**config.mk**
```make
export PLATFORM = sky130hd
export DESIGN_NAME = mals_queue
export DESIGN_NICKNAME = d
export VERILOG_FILES = /design/src/rtl/mals_pkg.sv /design/src/rtl/mals_queue.sv
export SDC_FILE = /design/constraint.sdc
export NUM_CORES = 1
export LEC_CHECK = 0
export BUFFER_PORTS_ARGS = -buffer_cell sky130_fd_sc_hd__clkbuf_2
export CAP_MARGIN = 20
export CORE_MARGIN = 5
export CORE_UTILIZATION = 51
export CTS_CLUSTER_SIZE = 12
export DETAILED_ROUTE_END_ITERATION = 12
export HOLD_SLACK_MARGIN = 0.02
export PLACE_DENSITY = 0.76
export SYNTH_ARGS = -nofsm -noshare
export SYNTH_HDL_FRONTEND = slang
export SYNTH_SLANG_ARGS = --single-unit
```
**constraint.sdc**
```tcl
create_clock -name clock -period 2.07 [get_ports clock]
set_input_delay 0.207 -clock clock [delete_from_list [all_inputs] [get_ports clock]]
set_output_delay 0.207 -clock clock [all_outputs]
set_load 0.01 [all_outputs]
```
**src/rtl/mals_pkg.sv**
```systemverilog
// Shared constants, types and helpers for the multi-ant Langton stepper.
package mals_pkg;

   // Grid and ant table geometry
   localparam int X_BITS    = 8;
   localparam int Y_BITS    = 7;
   localparam int NUM_ANTS  = 64;
   localparam int XMAX      = 1 << X_BITS;
   localparam int YMAX      = 1 << Y_BITS;
   localparam int CELL_BITS = X_BITS + Y_BITS;
   localparam int CELLS     = 1 << CELL_BITS;
   localparam int W_BITS    = X_BITS + 1;
   localparam int H_BITS    = Y_BITS + 1;
   localparam int ANT_BITS  = (NUM_ANTS > 1) ? $clog2(NUM_ANTS) : 1;

   // Field widths
   localparam int OP_W   = 2;
   localparam int IDX_W  = 6;
   localparam int COL_W  = 8;
   localparam int ROW_W  = 7;
   localparam int HD_W   = 2;
   localparam int STAT_W = 2;
   localparam int IDX_EXT_W = (ANT_BITS > IDX_W) ? ANT_BITS : IDX_W;

   // Front-to-back queue
   localparam int QUEUE_DEPTH = 2;

   // CSR port
   localparam int CSR_IDX_W  = 2;
   localparam int CSR_DATA_W = 9;
   localparam logic [CSR_IDX_W-1:0] REG_GRID_WIDTH  = 2'd0;
   localparam logic [CSR_IDX_W-1:0] REG_GRID_HEIGHT = 2'd1;
   localparam logic [CSR_IDX_W-1:0] REG_RULE_DIRECT = 2'd2;

   // Headings
   localparam logic [HD_W-1:0] HD_UP    = 2'd0;
   localparam logic [HD_W-1:0] HD_RIGHT = 2'd1;
   localparam logic [HD_W-1:0] HD_DOWN  = 2'd2;
   localparam logic [HD_W-1:0] HD_LEFT  = 2'd3;

   typedef enum logic [OP_W-1:0] {
      OP_PLACE = 2'd0,
      OP_STEP  = 2'd1,
      OP_PAINT = 2'd2
   } op_type;

   typedef enum logic [STAT_W-1:0] {
      STAT_DONE    = 2'd0,
      STAT_DIED    = 2'd1,
      STAT_IGNORED = 2'd2
   } status_type;

   typedef enum logic [2:0] {
      ST_CLEAR,
      ST_IDLE,
      ST_ANT,
      ST_TURN,
      ST_MOVE
   } back_state_type;

   typedef struct packed {
      logic [W_BITS-1:0] width;
      logic [H_BITS-1:0] height;
      logic              rule_direct;
   } cfg_type;

   typedef struct packed {
      op_type            op;
      logic              op_ok;
      logic [IDX_W-1:0]  idx;
      logic              idx_ok;
      logic [COL_W-1:0]  cx;
      logic [ROW_W-1:0]  cy;
      logic              cell_ok;
   } item_type;

   typedef struct packed {
      logic [COL_W-1:0] col;
      logic [ROW_W-1:0] row;
      logic [HD_W-1:0]  hd;
   } ant_entry_type;

   typedef struct packed {
      logic [IDX_W-1:0] ant_id;
      logic [COL_W-1:0] pos_x;
      logic [ROW_W-1:0] pos_y;
      logic [HD_W-1:0]  heading;
      logic             alive;
      status_type       status;
   } rsp_type;

   function automatic logic [CELL_BITS-1:0] cell_addr(input logic [COL_W-1:0] x,
                                                       input logic [ROW_W-1:0] y);
      return {Y_BITS'(y), X_BITS'(x)};
   endfunction

endpackage

```
**src/rtl/mals_queue.sv**
```systemverilog
// Short FIFO of classified items between front end and back end.
module mals_queue (
   input  logic                clock,
   input  logic                reset,
   input  logic                push_valid,
   output logic                push_ready,
   input  mals_pkg::item_type  push_item,
   output logic                pop_valid,
   input  logic                pop_ready,
   output mals_pkg::item_type  pop_item
);
   import mals_pkg::*;

   localparam int QP = (QUEUE_DEPTH > 1) ? $clog2(QUEUE_DEPTH) : 1;
   localparam int QC = $clog2(QUEUE_DEPTH + 1);

   item_type        slots_ff [QUEUE_DEPTH];
   logic [QP-1:0]   wr_ptr_ff, wr_ptr_in;
   logic [QP-1:0]   rd_ptr_ff, rd_ptr_in;
   logic [QC-1:0]   count_ff, count_in;
   logic            push_fire, pop_fire;

   assign push_ready = (count_ff != QC'(QUEUE_DEPTH));
   assign pop_valid  = (count_ff != '0);
   assign pop_item   = slots_ff[rd_ptr_ff];
   assign push_fire  = push_valid && push_ready;
   assign pop_fire   = pop_valid && pop_ready;

   always_comb begin
      wr_ptr_in = wr_ptr_ff;
      rd_ptr_in = rd_ptr_ff;
      count_in  = count_ff;
      if (push_fire) begin
         wr_ptr_in = (wr_ptr_ff == QP'(QUEUE_DEPTH - 1)) ? '0 : wr_ptr_ff + 1'b1;
      end
      if (pop_fire) begin
         rd_ptr_in = (rd_ptr_ff == QP'(QUEUE_DEPTH - 1)) ? '0 : rd_ptr_ff + 1'b1;
      end
      if (push_fire && !pop_fire) begin
         count_in = count_ff + 1'b1;
      end else if (pop_fire && !push_fire) begin
         count_in = count_ff - 1'b1;
      end
   end

   always_ff @(posedge clock) begin
      if (reset) begin
         wr_ptr_ff <= '0;
         rd_ptr_ff <= '0;
         count_ff  <= '0;
      end else begin
         wr_ptr_ff <= wr_ptr_in;
         rd_ptr_ff <= rd_ptr_in;
         count_ff  <= count_in;
      end
   end

   always_ff @(posedge clock) begin
      if (push_fire) begin
         slots_ff[wr_ptr_ff] <= push_item;
      end
   end

   a_count_bound: assert property (@(posedge clock) disable iff (reset)
      count_ff <= QC'(QUEUE_DEPTH))
      else $error("queue count over depth");

   a_count_up: assert property (@(posedge clock) disable iff (reset)
      (push_fire && !pop_fire) |=> (count_ff == $past(count_ff) + 1'b1))
      else $error("queue count did not follow push");

endmodule

```
# == Yosys cells after proc, flatten, opt, wreduce, memory -nomap -nowiden ==
# Memories as Yosys holds them, arrays and structs flattened. A register that Yosys moved wholly into a read port is not among the register bits.
# Index checks and enable logic that the tools add are counted.
# totals
ff_bits,4
ram_bits,52
wordCells,25
output_inout_bits,28
mem_count,1
latch_bits,0
in_bits,30
rom_bits,0
# mem_list
memory,words,word_bits,rd,rd_ports_with_merged_regs,write_ports,line,source
slots_ff,2,26,1,1,1,mals_queue.sv:17,item_type slots_ff [QUEUE_DEPTH];
# classes
n_eq_ne,1
mul,0
n_reduce_logical,8
div_mod_pow,0
n_lt_le_gt_ge,0
muxes,8
shifts,0
n_bitwise,0
add_sub_neg,4
# op_table
operator,count
1-bit two-way mux,6
1-bit logical AND,4
2-bit two-way mux,2
2-bit nonzero test,2
1-bit adder (second input constant),2
2-bit by 1-bit adder with 2-bit output (second input constant),1
1-bit logical NOT,2
2-bit != test (second input constant),1
2-bit by 1-bit subtractor with 2-bit output (second input constant),1

# == Longest topological paths before layout ==
# logic_depth
depth_word,6
depth_mapped,6
mapped_depth_nobuf,6

# == Least setup slack after synthesis ==
# OpenSTA, ideal clock, no wires.
# synth_path
path_kind,reg-to-reg
start,reg count_ff[0]
end,"mem slots_ff[1][0] (netlist name), enable pin"
stages_incl_launch_ff,3
setup_slack_ns,0.348
setup_ns,0.385
path_buffers,0
arrival_ns,1.336
required_ns,1.685
path_cell_list,dfxtp_1 nand2b_1 and3_1
# synth_between
elab_chain_cells,4
# synth_lines
item,line,source
start: declaration,mals_queue.sv:20,"logic [QC-1:0] count_ff, count_in;"
start signal: assignment,mals_queue.sv:54,count_ff <= count_in;
2-bit != test,mals_queue.sv:23,assign push_ready = (count_ff != QC'(QUEUE_DEPTH));
via push_ready,mals_queue.sv:6,"output logic push_ready,"
1-bit logical AND,mals_queue.sv:26,assign push_fire = push_valid && push_ready;
1-bit two-way mux,mals_queue.sv:59,if (push_fire) begin
1-bit two-way mux (implied by the code),mals_queue.sv:60,slots_ff[wr_ptr_ff] <= push_item;
end: declaration,mals_queue.sv:17,
# The timed path passes the listed nets, and every way through them passes these cells.

# == Worst setup path in the final report ==
# layout_path
start,reg count_ff[0]
end,reg count_ff[1]
# layout_between
elab_chain_cells,5
elab_cells_between_ends,13
# layout_lines
item,line,source
2-bit != test (*),mals_queue.sv:23,
1-bit logical AND (*),mals_queue.sv:26,
via push_fire,mals_queue.sv:21,"logic push_fire, pop_fire;"
1-bit logical NOT,mals_queue.sv:41,end else if (pop_fire && !push_fire) begin
1-bit logical AND,mals_queue.sv:41,
2-bit nonzero test (no line),--,
# The timed path passes the listed nets; every way through them passes the cells marked *. The select of a mux whose other input is x is not followed.
# A chain may end at the register's enable or synchronous reset.

==> metrics.txt <==
dpl hpwl=2450 um; dpl cell area=2460 um2; Final Setup Violations=0; share of Yosys cell area claimed by the top area cell type=74.5%; Worst Path Max Fanout=5; final total power=3.06 mW; Post-synth ARST share=0%; hold path start=push_item[1]; Residual DRC=0; IO Pins=58; Slew Viols, Final=0; vias in the first global route=1217; cts bufs inserted=9; Relative slew margins=76.8%; sequential area share after synthesis=79.2%; Via density=4.86; FF-to-FF Start=count_ff[0]$_SDFFE_PP0P_; fraction of layout cells with a size suffix above 1=56.5%; Synth warnings=0; First-pass DRT Iterations=4; Hold Path Stages=1; Post-Synthesis Cells=105; Lkg Pwr=1.02 nW; Die X=74.1 um; H-tree depth=3; initial drt markers=25; core area=4000 um2; syn_area_per_cell=20.0 um2; Setup Buffers After CTS=0; CP top delay family=simple AND/OR/NAND/NOR gates; Worst VDD drop=0.745 mV; Endpoint, Worst Hold=slots_ff[0][1]$_DFFE_PP_; WP data required=2.31 ns; CTS Root Cell=clkbuf_8; dpl cells=214; Post-layout nets=206; Die ar.=5490 um2; Synth Net Count=136; DR vias=1104; # port buffers=57; slowest CP cell=or3_1; WL/cell=14.5 um; most frequent cell after synthesis=edfxtp_1; Max clock buf depth=2; drt total wl=3290 um; Max Fclk=0.612 GHz; FP Rows=23; setup_tns=0 ns; HP Class=input pin to register; CTS hold repair buffers=0; status=finished clean; Initial Util=52.4%; GR Overflow Total=0; antenna violations before repair=0; CP peak stage delay=0.36 ns; worst path cell trace=nand2b_1, and2_1, ha_1, or3_1, a21oi_1; final antenna-violating net count=0; post-synth top area cell=edfxtp_1; Max Cap Viol=0; design area=2600 um2; number of fill cells=302; Post-synth top cells=52 x edfxtp_1, 26 x mux2_2, 5 x dfxtp_1, 3 x nor2_1, 3 x xor2_1; CTS clk-pin slew, worst paths=0.05 ns; final hold violation count=0; worst slew pin tran=0.348 ns; Synth Register Bits=57; Synth Flop Type=edfxtp_1; post-route clock period utilization=79.0%; Crit Reg-Reg Endpoint=count_ff[1]$_SDFFE_PP0P_; Inserted Diodes=0; Cell Area, Synth=2100 um2; PD cells=1170 nW/um2; crit path DAT=1.88 ns; Buf/Inv on CP=0; final instance count without filler cells=227; Area Growth Syn to Fin=24.1%; Clock Sinks=57; fin crit period=1.63 ns; largest net degree at the start of global routing=27; GR Util All Layers=13.5%; critical path endpoint category=register; Post-synth EDFFs=52; global-route wire length before repair=5270 um; Gates resized, CTS repair=0; Setup Skew=0.00302 ns; startpoint types=register; gpl congestion=0.716; Hold WS=0.0854 ns; synth unique cells=18; Synth area leaders=edfxtp_1 74%, mux2_2 14%, dfxtp_1 4.8%, xor2_1 1.3%, buf_4 0.72%; worst skew pair latency=0.31 ns; CP Class=register to register; reg2reg setup slack=0.44 ns; Die Ht=74.1 um; RSZ-0062 raised after global routing=no; Reg2Reg Depth=5; CTS tree=yes
==> where the power goes <==
part	leakage, nW	switching (mW)	internal (mW)
registers	0.527	0.0537	1.45
logic	0.418	0.415	0.395
clock network	0.0725	0.342	0.407
==> cells in the final DEF (no fill, tap or decap) <==
cell type	netlist	routed
clkbuf_2	0	57
edfxtp_1	52	52
mux2_2	26	26
clkbuf_8	0	9
dfxtp_1	5	5
buf_4	2	5
xor2_1	3	3
nor2_1	3	3
o21ai_0	2	2
a21oi_1	2	2
clkbuf_1	0	2
nand2b_1	1	1
and2_1	1	1
or2_2	1	1
and3_1	1	1
nand3b_1	1	1
inv_1	1	1
a21bo_2	1	1
or3_1	1	1
ha_1	1	1
clkinv_2	0	1
clkinv_1	0	1
==> flip-flops by register name, summed over array words and instances, names as in the netlist, named ones only <==
name	flops
count_ff	2
rd_ptr_ff	1
slots_ff	52
wr_ptr_ff	1
==> layer usage <==
metal	routed length (um)	share of wire, %	track usage (%)
met5	0	0	0
met4	72	2.2	8.85
met3	225	6.8	4.32
met2	1850	56	25.0
met1	1140	35	12.6
==> per-stage QoR <==
| stage | util (%) | setup slack (ns) |
|---|---|---|
| after detailed placement | 61.6 | 0.461 |
| after global routing | 65.1 | 0.340 |
| after floorplan | - | 0.348 |
| after global placement | 61.6 | 0.529 |
| after CTS | 65.1 | 0.431 |
| final | 65.1 | 0.435 |
==> area by class of cell <==
cell class / instances / area, um2 / share of cell area [%]
flip-flops and latches: 57 / 1660 / 63.8
multi-input cells: 44 / 412 / 15.8
repair buffers: 62 / 323 / 12.4
clock buffers: 11 / 131 / 5.05
well taps: 50 / 62.6 / 2.40
clock inverters: 2 / 8.76 / 0.337
inverters: 1 / 3.75 / 0.144
==> worst max path at each step <==
stage,slack (ns),cells past startpoint,to,from
2_1_floorplan,0.35,2,slots_ff[1][0]$_DFFE_PP_,count_ff[0]$_SDFFE_PP0P_
3_3_place_gp,0.53,5,count_ff[1]$_SDFFE_PP0P_,count_ff[0]$_SDFFE_PP0P_
3_5_place_dp,0.46,5,count_ff[1]$_SDFFE_PP0P_,count_ff[0]$_SDFFE_PP0P_
4_1_cts,0.43,5,count_ff[1]$_SDFFE_PP0P_,count_ff[0]$_SDFFE_PP0P_
5_1_grt,0.34,5,count_ff[1]$_SDFFE_PP0P_,count_ff[0]$_SDFFE_PP0P_
6_report,0.44,5,count_ff[1]$_SDFFE_PP0P_,count_ff[0]$_SDFFE_PP0P_
==> logic make-up after synthesis <==
kind of cell | after synthesis | share of synthesized area (%)
adders and majority gates | 1 | 0.597
DFF | 57 | 79.2
buffers and inverters | 4 | 1.13
xor gates and xnor gates | 3 | 1.25
AOI/OAI and AO/OA | 5 | 1.43
muxes | 26 | 14.0
and+or+nand+nor | 9 | 2.39
No activity file was read; power rests on OpenSTA's default activity.
