==> src/rtl/mals_pkg.sv <==
// Shared constants, types and helpers for the multi-ant Langton stepper.
package mals_pkg;

   // Grid and ant table geometry
   localparam int X_BITS    = 8;
   localparam int Y_BITS    = 7;
   localparam int NUM_ANTS  = 64;
   localparam int XMAX      = 1 << X_BITS;
   localparam int YMAX      = 1 << Y_BITS;
   localparam int CELL_BITS = X_BITS + Y_BITS;
   localparam int CELLS     = 1 << CELL_BITS;
   localparam int W_BITS    = X_BITS + 1;
   localparam int H_BITS    = Y_BITS + 1;
   localparam int ANT_BITS  = (NUM_ANTS > 1) ? $clog2(NUM_ANTS) : 1;

   // Field widths
   localparam int OP_W   = 2;
   localparam int IDX_W  = 6;
   localparam int COL_W  = 8;
   localparam int ROW_W  = 7;
   localparam int HD_W   = 2;
   localparam int STAT_W = 2;
   localparam int IDX_EXT_W = (ANT_BITS > IDX_W) ? ANT_BITS : IDX_W;

   // Front-to-back queue
   localparam int QUEUE_DEPTH = 2;

   // CSR port
   localparam int CSR_IDX_W  = 2;
   localparam int CSR_DATA_W = 9;
   localparam logic [CSR_IDX_W-1:0] REG_GRID_WIDTH  = 2'd0;
   localparam logic [CSR_IDX_W-1:0] REG_GRID_HEIGHT = 2'd1;
   localparam logic [CSR_IDX_W-1:0] REG_RULE_DIRECT = 2'd2;

   // Headings
   localparam logic [HD_W-1:0] HD_UP    = 2'd0;
   localparam logic [HD_W-1:0] HD_RIGHT = 2'd1;
   localparam logic [HD_W-1:0] HD_DOWN  = 2'd2;
   localparam logic [HD_W-1:0] HD_LEFT  = 2'd3;

   typedef enum logic [OP_W-1:0] {
      OP_PLACE = 2'd0,
      OP_STEP  = 2'd1,
      OP_PAINT = 2'd2
   } op_type;

   typedef enum logic [STAT_W-1:0] {
      STAT_DONE    = 2'd0,
      STAT_DIED    = 2'd1,
      STAT_IGNORED = 2'd2
   } status_type;

   typedef enum logic [2:0] {
      ST_CLEAR,
      ST_IDLE,
      ST_ANT,
      ST_TURN,
      ST_MOVE
   } back_state_type;

   typedef struct packed {
      logic [W_BITS-1:0] width;
      logic [H_BITS-1:0] height;
      logic              rule_direct;
   } cfg_type;

   typedef struct packed {
      op_type            op;
      logic              op_ok;
      logic [IDX_W-1:0]  idx;
      logic              idx_ok;
      logic [COL_W-1:0]  cx;
      logic [ROW_W-1:0]  cy;
      logic              cell_ok;
   } item_type;

   typedef struct packed {
      logic [COL_W-1:0] col;
      logic [ROW_W-1:0] row;
      logic [HD_W-1:0]  hd;
   } ant_entry_type;

   typedef struct packed {
      logic [IDX_W-1:0] ant_id;
      logic [COL_W-1:0] pos_x;
      logic [ROW_W-1:0] pos_y;
      logic [HD_W-1:0]  heading;
      logic             alive;
      status_type       status;
   } rsp_type;

   function automatic logic [CELL_BITS-1:0] cell_addr(input logic [COL_W-1:0] x,
                                                       input logic [ROW_W-1:0] y);
      return {Y_BITS'(y), X_BITS'(x)};
   endfunction

endpackage

==> src/rtl/mals_front.sv <==
// Front end: accepts request beats and classifies them for the back end.
module mals_front (
   input  mals_pkg::cfg_type                cfg,
   input  logic                             clear_busy,
   input  logic                             req_valid,
   output logic                             req_ready,
   input  logic [mals_pkg::OP_W-1:0]        req_op,
   input  logic [mals_pkg::IDX_W-1:0]       req_ant_index,
   input  logic [mals_pkg::COL_W-1:0]       req_cell_x,
   input  logic [mals_pkg::ROW_W-1:0]       req_cell_y,
   output logic                             push_valid,
   input  logic                             push_ready,
   output mals_pkg::item_type               push_item
);
   import mals_pkg::*;

   // no beats taken while the grid is being cleared
   assign req_ready  = push_ready && !clear_busy;
   assign push_valid = req_valid && !clear_busy;

   always_comb begin
      push_item        = '0;
      push_item.idx    = req_ant_index;
      push_item.cx     = req_cell_x;
      push_item.cy     = req_cell_y;
      push_item.idx_ok = (32'(req_ant_index) < NUM_ANTS);
      push_item.cell_ok = (32'(req_cell_x) < 32'(cfg.width)) &&
                          (32'(req_cell_y) < 32'(cfg.height));
      unique case (req_op)
         OP_PLACE: begin
            push_item.op    = OP_PLACE;
            push_item.op_ok = 1'b1;
         end
         OP_STEP: begin
            push_item.op    = OP_STEP;
            push_item.op_ok = 1'b1;
         end
         OP_PAINT: begin
            push_item.op    = OP_PAINT;
            push_item.op_ok = 1'b1;
         end
         default: begin
            push_item.op    = OP_PLACE;
            push_item.op_ok = 1'b0;
         end
      endcase
   end

endmodule

==> config.mk <==
export PLATFORM = sky130hd
export DESIGN_NAME = mals_front
export DESIGN_NICKNAME = d
export VERILOG_FILES = /design/src/rtl/mals_pkg.sv /design/src/rtl/mals_front.sv
export SDC_FILE = /design/constraint.sdc
export NUM_CORES = 1
export LEC_CHECK = 0
export ABC_AREA = 1
export BUFFER_PORTS_ARGS = -buffer_cell sky130_fd_sc_hd__buf_4
export CORE_MARGIN = 2
export CORE_UTILIZATION = 32
export DETAILED_ROUTE_END_ITERATION = 10
export GPL_TIMING_DRIVEN = 0
export PLACE_DENSITY = 0.82
export SLEW_MARGIN = 20
export SYNTH_ARGS = -nofsm -noshare
export SYNTH_HDL_FRONTEND = slang
export SYNTH_SLANG_ARGS = --single-unit
==> constraint.sdc <==
create_clock -name vclk -period 0.82
set_clock_uncertainty 0.05 [all_clocks]
set_input_delay 0.041 -clock vclk [all_inputs]
set_output_delay 0.041 -clock vclk [all_outputs]
set_load 0.01 [all_outputs]
; ---- Word level (Yosys, flattened, before mapping)
; Cells that the tools add are included.
; Widths: inputs -> output; s select.
[word_totals]
register_bits = 0
[classes]
n_lt_le_gt_ge = 2
n_mux = 1
n_eq_ne = 2
n_reduce_logical = 5
[ops]
columns = cell, count
row1 = $lt 8x9->1, 1
row2 = $pmux 3 s3, 1
row3 = $lt 7x8->1, 1
row4 = $logic_and 1x1->1, 3
row5 = $eq 2x1->1 const B, 1
row6 = $eq 2x2->1 const B, 1
row7 = $logic_not 2->1, 1
row8 = $logic_not 1->1, 1

; ---- Logic depth before layout (Yosys ltp)
; Gate-level depths: netlist (run 1).
[depth]
ltp_word = 2
depth_mapped = 9
mapped_depth_nobuf = 9

; ---- Least setup slack after synthesis (run 1)
; OpenSTA, ideal clock, no wires.
[synth_path]
path_type = input to output
from = input port cfg[15] in the netlist's numbering
to = output port push_item[0] in the netlist's numbering
setup_slack_ps = -74
arrival_ps = 803
path_stages = 9
path_buffers = 0
path_cell_list = inv_1 > ha_1 > nand2_1 > nand2_1 > nand2_1 > o21ai_1 > nor2_1 > nand2_1 > nor2_2
[synth_rtl]
columns = element, line_no
row1 = start: declaration, mals_front.sv:3  ; input mals_pkg::cfg_type cfg,
row2 = end: declaration, mals_front.sv:13  ; output mals_pkg::item_type push_item

==> reports/results.ini, run 1 <==
[global_route]
antenna_found_initial=0
first_global_vias=669
grt_first_pass_wirelength_mm=2.45
grt.total_usage_pct=14.2
maximum_number_of_pins_on_one_net_before_global_route_repair=4
overall_overflow_remaining_after_global_route=0

[power]
power_report.internal_total_mw=0.388
power_switching_share_pct=38.9
worst_ir_drop_vdd_uv=273
clockPowerShare_pct=0
power.switching_mw=0.247
power_leakage_nw=0.755
sequentialPowerShare_pct=0
share_comb_of_total_power_pct=100.0
power_density_nw_per_um2=502

[sta]
setup-tns-final_ps=-210
layout_setup_ws_ps=-210
max_freq_ghz=0.970
timing.final.setup_violations=1
layout_min_cycle_time_ps=1030
finalCritPeriodShare_pct=126
final_hold_viol_count=0
rsz0062_at_grt=true
maxSlewViolCount=0

[floorplanning]
number_of_i_o_pins=72
dieHeight_um=47.4
placeableCoreArea_um2=1750
design.die.area_um2=2250
placement_rows=15
dieWidth_um=47.4
start_util_pct=34.6

[synthesis]
synth-compound-area-share_pct=4.15
synthXorXnorAreaFrac_pct=0
synth.area.top_cells=buf_4, ha_1, inv_1
synthesis.instances=103
synth.most_common_cell=inv_1
synth_top_family_by_area=buffers and inverters
netlist.area_leader.share_pct=27.4
syn_nets=160
syn_area_um2=603
synth_top_cell_by_area=buf_4
synthSimpleGateAreaFrac_pct=22.2
post_synthesis_sequential_area_ratio_pct=0
adder_cell_fraction_of_synth_area_pct=27.0
number_of_warnings_issued_by_yosys=0
yosys-mux-area-fraction_pct=0
syn-mean-instance-area_um2=5.86
synthTopCellsByCount=inv_1, buf_4, nand2_1, ha_1, nor2_1
synth_cell_type_count=11

[drt]
detailedRoute.firstPassIterationCount=1
postRouteWirelength_mm=1.64
antenna_left=0
average_via_count_per_standard_cell=4.01
route.detailed.drc=0
routed_wire_length_per_instance_um=8.55
first_iter_violations=0
vias=770

[cells_and_area]
antenna_cells_inserted=0
final_layout_size_suffix_gt1_share_pct=64.7
number_of_nets_in_the_final_layout=226
seqCellArea_um2=0
clkbuf_count=0
layout-area-overhead-vs-synth_pct=110
post-route-cell-area_um2=1270
n_sequential_cell=0

[critical_path]
path_class=input port to primary output
required_arrival_time_at_the_worst_endpoint_ps=730
timing.critical_path.arrival_ps=940
critical_path_peak_fanout=2
timing.critical_path.from_type=input port
end_kind=primary output

[placement]
place.gp.congestion=0.661
detailed_place.area_um2=1220
dp_hpwl_mm=1.52
buffer_ports.inserted=64

[min_path]
hold_path_end=push_item[20]
startpoint_of_the_worst_hold_path=req_ant_index[3]
worstHoldPathCells=2
timing.hold.worst.class=input port to primary output

[run]
timing.max_cap.violations=0

[run_status]
failed_checks=negative setup slack
status=finished with violations

[clocking]
cts_post_setup_buffers_inserted=0
cts_hold_repair.buffers=0

## critical path: stages
cell	delay, ps
buf_6	100
inv_6	40
ha_4	190
nand2_1	50
nand2_1	50
nand2_1	50
o21ai_1	60
nor2_1	80
nand2_1	70
nor2_2	90
buf_6	110
## metrics by stage
step           utilization, %  hold WS (ps)  std cells  setup WS (ps)  power (mW)
6_report                 72.5           209        192           -210       0.635
5_1_grt                  72.5           219        192           -292       0.706
4_1_cts                  72.2           210        192           -218       0.636
3_5_place_dp             70.2           210        192           -284       0.616
3_3_place_gp             70.2           209        192           -260       0.591
2_1_floorplan               -          79.5        103          -13.4       0.297
## timing repair
item	CTS	global route
endpoints found under the setup margin	1	1
pin swaps	20	1
gates cloned	0	0
resized for setup	11	2
## layout make-up
cell class,instances,area (um2)
repair buffers,64,514
fillers,153,479
multi-input cells,51,428
plain buffers,22,165
inverters,30,128
well taps,25,31.3
## metal layers
layer | vias to the layer above | part of all wire (%) | GRT usage (%)
li1 | 408 | - | -
met1 | 321 | 35 | 15.5
met5 | - | 0 | 0
met2 | 41 | 55 | 30.5
met3 | 0 | 10 | 0.755
met4 | 0 | 0 | 0
## kinds of logic after synthesis
family,Yosys count
AND/OR/NAND/NOR,32
other,1
AO/OA/AOI/OAI,5
buffers and inverters,52
adder cells (fa/ha/maj),13
## layout by cell type (no fill, tap or decap)
cell,netlist,layout
a21oi_1,3,3
conb_1,1,1
nand2_1,20,19
inv_2,0,5
inv_4,0,4
inv_6,0,1
nand2_2,0,1
and3_1,1,1
ha_4,0,8
nor2_1,5,5
o21ai_1,2,2
buf_6,0,9
inv_1,30,20
ha_1,13,5
nand3_1,3,3
nor2_2,3,3
buf_4,22,77
## how the worst max path moves through the flow
| stage | slack, ps | startpoint | endpoint |
|---|---|---|---|
| 2_1_floorplan | -10 | req_cell_y[5] | push_item[0] |
| 3_3_place_gp | -260 | req_cell_x[7] | push_item[0] |
| 3_5_place_dp | -280 | req_cell_y[5] | push_item[0] |
| 4_1_cts | -220 | cfg[15] | push_item[0] |
| 5_1_grt | -290 | cfg[15] | push_item[0] |
| 6_report | -210 | cfg[6] | push_item[0] |
## power groups by stage
stage          Sequential (mW)  Clock [mW]  Combinational, mW
2_1_floorplan                0           0              0.297
6_report                     0           0              0.635
5_1_grt                      0           0              0.706
3_3_place_gp                 0           0              0.591
3_5_place_dp                 0           0              0.616
4_1_cts                      0           0              0.636
No activity file was read; power rests on OpenSTA's default activity.
==> inputs of run 2 (changes only) <==
ABC_AREA = unset   (was 1)
CORE_UTILIZATION = 30   (was 32)
PLACE_DENSITY = 0.81   (was 0.82)
==> run 2 against run 1 <==
Compared with the run above: the run still ends with negative setup slack left; worst hold slack barely moved; flip-flop and latch count did not move; wire length fell by 3.4%; critical endpoint unchanged; highest routed layer unchanged; die area fell by 4.2%; via count fell by 8.3%; worst setup slack got worse by 150 ps; fmax fell by 13%.
==> reports/results.ini, run 2 <==
[critical_path]
cp_peak_stage_delay_ps=300
critical-path-top-cell-by-count=buf_4
required_arrival_time_at_the_worst_endpoint_ps=730
critical_path_peak_fanout=2
crit_path_cell_trace=buf_4 > inv_1 > ha_4 > nand4b_1 > nor2_1 > a211o_1 > a21oi_2 > buf_4
timing.critical_path.arrival_ps=1090
path_class=input port to primary output
timing.critical_path.from_type=input port
critical_path.slowest_cell=a211o_1
end_kind=primary output

[power]
power_leakage_nw=0.652
p_total_mw=0.631
power_density_nw_per_um2=521
worst_ir_drop_vdd_uv=302

[placement]
place.gp.congestion=0.637
pre_cts_slack_ps=-405
dp_hpwl_mm=1.35
buffer_ports.inserted=64
placed_cells_incl_taps=165
detailed_place.area_um2=1110

[drt]
postRouteWirelength_mm=1.59
antenna_left=0
routed_wire_length_per_instance_um=9.61
average_via_count_per_standard_cell=4.28
route.detailed.drc=0
vias=706
first_iter_violations=3
detailedRoute.firstPassIterationCount=2

[synthesis]
synth.area.top_cells=buf_4, ha_1, inv_1
synth.most_common_cell=buf_4
syn-mean-instance-area_um2=7.10
synthesis.instances=76
synth_top_cell_by_area=buf_4
syn_area_um2=539
post_synthesis_sequential_area_ratio_pct=0
synth_cell_type_count=18
netlist.area_leader.share_pct=30.6
number_of_warnings_issued_by_yosys=0
synthTopCellsByCount=buf_4, ha_1, inv_1, a21oi_1, nor2b_1
syn_nets=133

[sta]
layout_setup_ws_ps=-363
timing.final.setup_violations=1
maxSlewViolCount=0
layout_min_cycle_time_ps=1180
final_hold_viol_count=0
max_freq_ghz=0.845
holdWs_ps=209
finalCritPeriodShare_pct=144
rsz0062_at_grt=true

[floorplanning]
dieHeight_um=46.4
design.die.area_um2=2150
placeableCoreArea_um2=1710
number_of_i_o_pins=72
start_util_pct=31.6
dieWidth_um=46.4
placement_rows=15

[min_path]
startpoint_of_the_worst_hold_path=req_ant_index[5]
worstHoldPathCells=2
timing.hold.worst.class=input port to primary output
hold_path_end=push_item[22]

[global_route]
first_global_vias=617
antenna_found_initial=0
maximum_number_of_pins_on_one_net_before_global_route_repair=4
overall_overflow_remaining_after_global_route=0
grt.total_usage_pct=13.1
grt_first_pass_wirelength_mm=2.16
grt_most_used_layer=met2
use_met1_pct=12.4
grt_util_met2_pct=30.0
grt_use_met3_pct=1.18

[cells_and_area]
layout-area-overhead-vs-synth_pct=125
layout_common_cells=buf_4, ha_4, inv_1, nor2b_1, ha_1
number_of_nets_in_the_final_layout=199
antenna_cells_inserted=0
n_sequential_cell=0
layoutNonFillerInstCount=165
seqCellArea_um2=0
post-route-cell-area_um2=1210
clkbuf_count=0
most_common_library_cell_in_the_layout_ignoring_fill_and_taps=buf_4
final_layout_size_suffix_gt1_share_pct=76.4

[run_status]
failed_checks=negative setup slack
status=finished with violations

[clocking]
cts_hold_repair.buffers=0

[run]
timing.max_cap.violations=0

[run 2: changes by cell type in the layout (fill, tap and decap cells not counted), moves of 2 or more]
cell,change
a21oi_2,+3
nand2_1,-17
nor2b_1,+4
inv_4,-2
buf_6,-6
nor2_2,-3
nor2_1,-2
buf_4,+6
inv_1,-13
inv_2,-2
[run 2: area by class of cell]
type | instances | area [um2]
multi-input cells | 41 | 464
repair buffers | 64 | 492
inverters | 13 | 58.8
well taps | 25 | 31.3
fillers | 140 | 497
plain buffers | 22 | 165
[run 2: worst max-delay path: cells and delay by family]
| family | cells | cell delay (ps) |
|---|---|---|
| AOI/OAI and AO/OA | 2 | 400 |
| adders and majority gates | 1 | 200 |
| buffers and inverters | 3 | 310 |
| and+or+nand+nor | 2 | 130 |
[run 2: stage by stage]
step	setup TNS, ps	util [%]
floorplan	-147	-
global placement	-409	65.2
detailed placement	-405	65.2
CTS	-365	68.0
global route	-444	70.9
finish	-363	70.9
[run 2: cell families (layout without fill, tap and decap cells)]
group	count (synthesis)	in the layout	share of synthesized area [%]
fa+ha+maj	13	13	30.2
buf+inv	35	99	39.7
other cells	1	1	0.695
compound gates	12	12	12.5
simple gates	15	15	16.9
[run 2: timing repair]
action                                  in CTS  in global routing
setup buffers                                0                  0
pin swaps                                    6                 10
endpoints found under the setup margin       1                  1
resized for setup                            6                 11
cloned                                       0                  0
[run 2: per-layer routing]
metal  part of all wire [%]  routed length, um
met2                     57                901
met1                     32                510
met5                      0                  0
met3                     11                173
met4                      0                  0
[run 2: how the worst max path moves through the flow]
stage,start,endpoint,slack (ps),cells past startpoint
2_1_floorplan,req_cell_y[1],push_item[0],-150,5
3_3_place_gp,req_cell_y[1],push_item[0],-410,7
3_5_place_dp,req_cell_y[1],push_item[0],-410,7
4_1_cts,cfg[16],push_item[0],-360,8
5_1_grt,cfg[6],push_item[0],-440,8
6_report,cfg[6],push_item[0],-360,8
[run 2: power by group]
group	switching, mW	internal [mW]	leakage (nW)
clock network	0	0	0
logic	0.235	0.395	0.652
registers	0	0	0
==> inputs of run 3 (changes only) <==
CORE_ASPECT_RATIO = 0.75   (was unset)
==> run 3 against run 2 <==
Compared with the run above: the flow still finishes with violations (negative setup slack); final cell count shrank 1.8%; worst setup slack worse by 3.0 ps; critical path depth did not move; combinational power shrank 4.8%; global-route usage down 0.18 points; via count down 4.1%; sequential share of layout area unchanged; die area increased by 0.17%; wire length is 4.4% lower; clock-buffer cell count unchanged; worst hold slack hardly changed; largest cell class unchanged.
==> reports/results.ini, run 3 (same netlist as run 2, synthesis figures left out) <==
[sta]
layout_min_cycle_time_ps=1190
layout_setup_ws_ps=-366
setup-tns-final_ps=-366
finalCritPeriodShare_pct=145
rsz0062_at_grt=true
maxSlewViolCount=0
final_hold_viol_count=0
max_freq_ghz=0.843
timing.final.setup_violations=1
holdWs_ps=209

[critical_path]
critical_path_peak_fanout=3
cp_peak_stage_delay_ps=280
timing.critical_path.arrival_ps=1100
required_arrival_time_at_the_worst_endpoint_ps=730
critical_path.slowest_cell=a211o_1
end_kind=primary output
crit_path_cell_trace=buf_6 > inv_4 > ha_4 > a21oi_2 > a21oi_1 > a211o_1 > a21oi_2 > buf_4
critical-path-top-cell-by-count=a21oi_2
path_class=input port to primary output
timing.critical_path.from_type=input port

[run]
timing.max_cap.violations=0

[drt]
routed_wire_length_per_instance_um=9.36
route.detailed.drc=0
first_iter_violations=3
detailedRoute.firstPassIterationCount=4
antenna_left=0
vias=677
average_via_count_per_standard_cell=4.18
postRouteWirelength_mm=1.52

[cells_and_area]
layout.core_utilization_pct=68.0
final_layout_size_suffix_gt1_share_pct=73.6
n_sequential_cell=0
post-route-cell-area_um2=1160
seqCellArea_um2=0
clkbuf_count=0
layout-area-overhead-vs-synth_pct=115
number_of_nets_in_the_final_layout=199
antenna_cells_inserted=0
layout_common_cells=buf_4, inv_1, ha_4, ha_1, nor2b_1
most_common_library_cell_in_the_layout_ignoring_fill_and_taps=buf_4

[power]
power_leakage_nw=0.648
power_density_nw_per_um2=518
p_total_mw=0.601
worst_ir_drop_vdd_uv=278

[placement]
dp_hpwl_mm=1.41
detailed_place.area_um2=1110
place.gp.congestion=0.668
buffer_ports.inserted=64

[global_route]
first_global_vias=608
grt.total_usage_pct=12.9
maximum_number_of_pins_on_one_net_before_global_route_repair=4
antenna_found_initial=0
grt_first_pass_wirelength_mm=2.14
overall_overflow_remaining_after_global_route=0

[clocking]
cts_hold_repair.buffers=0

[floorplanning]
placement_rows=13
design.die.area_um2=2160
start_util_pct=31.6
number_of_i_o_pins=72
dieHeight_um=40.7
placeableCoreArea_um2=1710
dieWidth_um=53.0

[run_status]
failed_checks=negative setup slack
status=finished with violations

[min_path]
timing.hold.worst.class=input port to primary output

[run 3: cell counts in the layout (fill, tap and decap cells not counted)]
No cell type changed its count.
[run 3: power by group]
group,switching [mW],internal (mW),total (mW)
Clock,0,0,0
Sequential,0,0,0
Combinational,0.223,0.378,0.601
Total,0.223,0.378,0.601
[run 3: worst paths after layout]
check	slack, ps	to	start	cells after the start
worst min-delay path	210	push_item[17]	req_ant_index[0]	2
worst max-delay path	-370	push_item[0]	cfg[16]	8
[run 3: layout make-up]
cell class | instances | area [um2]
Buffer | 22 | 165
Fill cell | 151 | 547
Timing Repair Buffer | 64 | 484
Tap cell | 22 | 27.5
Inverter | 13 | 56.3
Multi-Input combinational cell | 41 | 428
[run 3: worst max-delay path, delay by kind of cell]
kind,cells,cell delay [ps]
AOI/OAI and AO/OA,4,590
buffers and inverters,3,270
adders and majority gates,1,200
[run 3: what timing repair did]
action	4_1_cts	5_1_grt
gates resized for setup	6	3
buffers inserted	0	0
setup endpoints to repair	1	1
pin swaps	5	1
[run 3: metrics by stage]
stage               std cells  setup WS, ps
finish                    162          -366
global route              162          -426
CTS                       162          -374
detailed placement        162          -418
global placement          162          -400
floorplan                  76          -147
[run 3: per-layer routing]
metal | wire [um] | up-vias | track usage (%)
li1 | - | 355 | -
met1 | 533 | 285 | 14.1
met2 | 837 | 37 | 29.4
met3 | 146 | 0 | 0.730
met4 | 0 | 0 | 0
met5 | 0 | - | 0
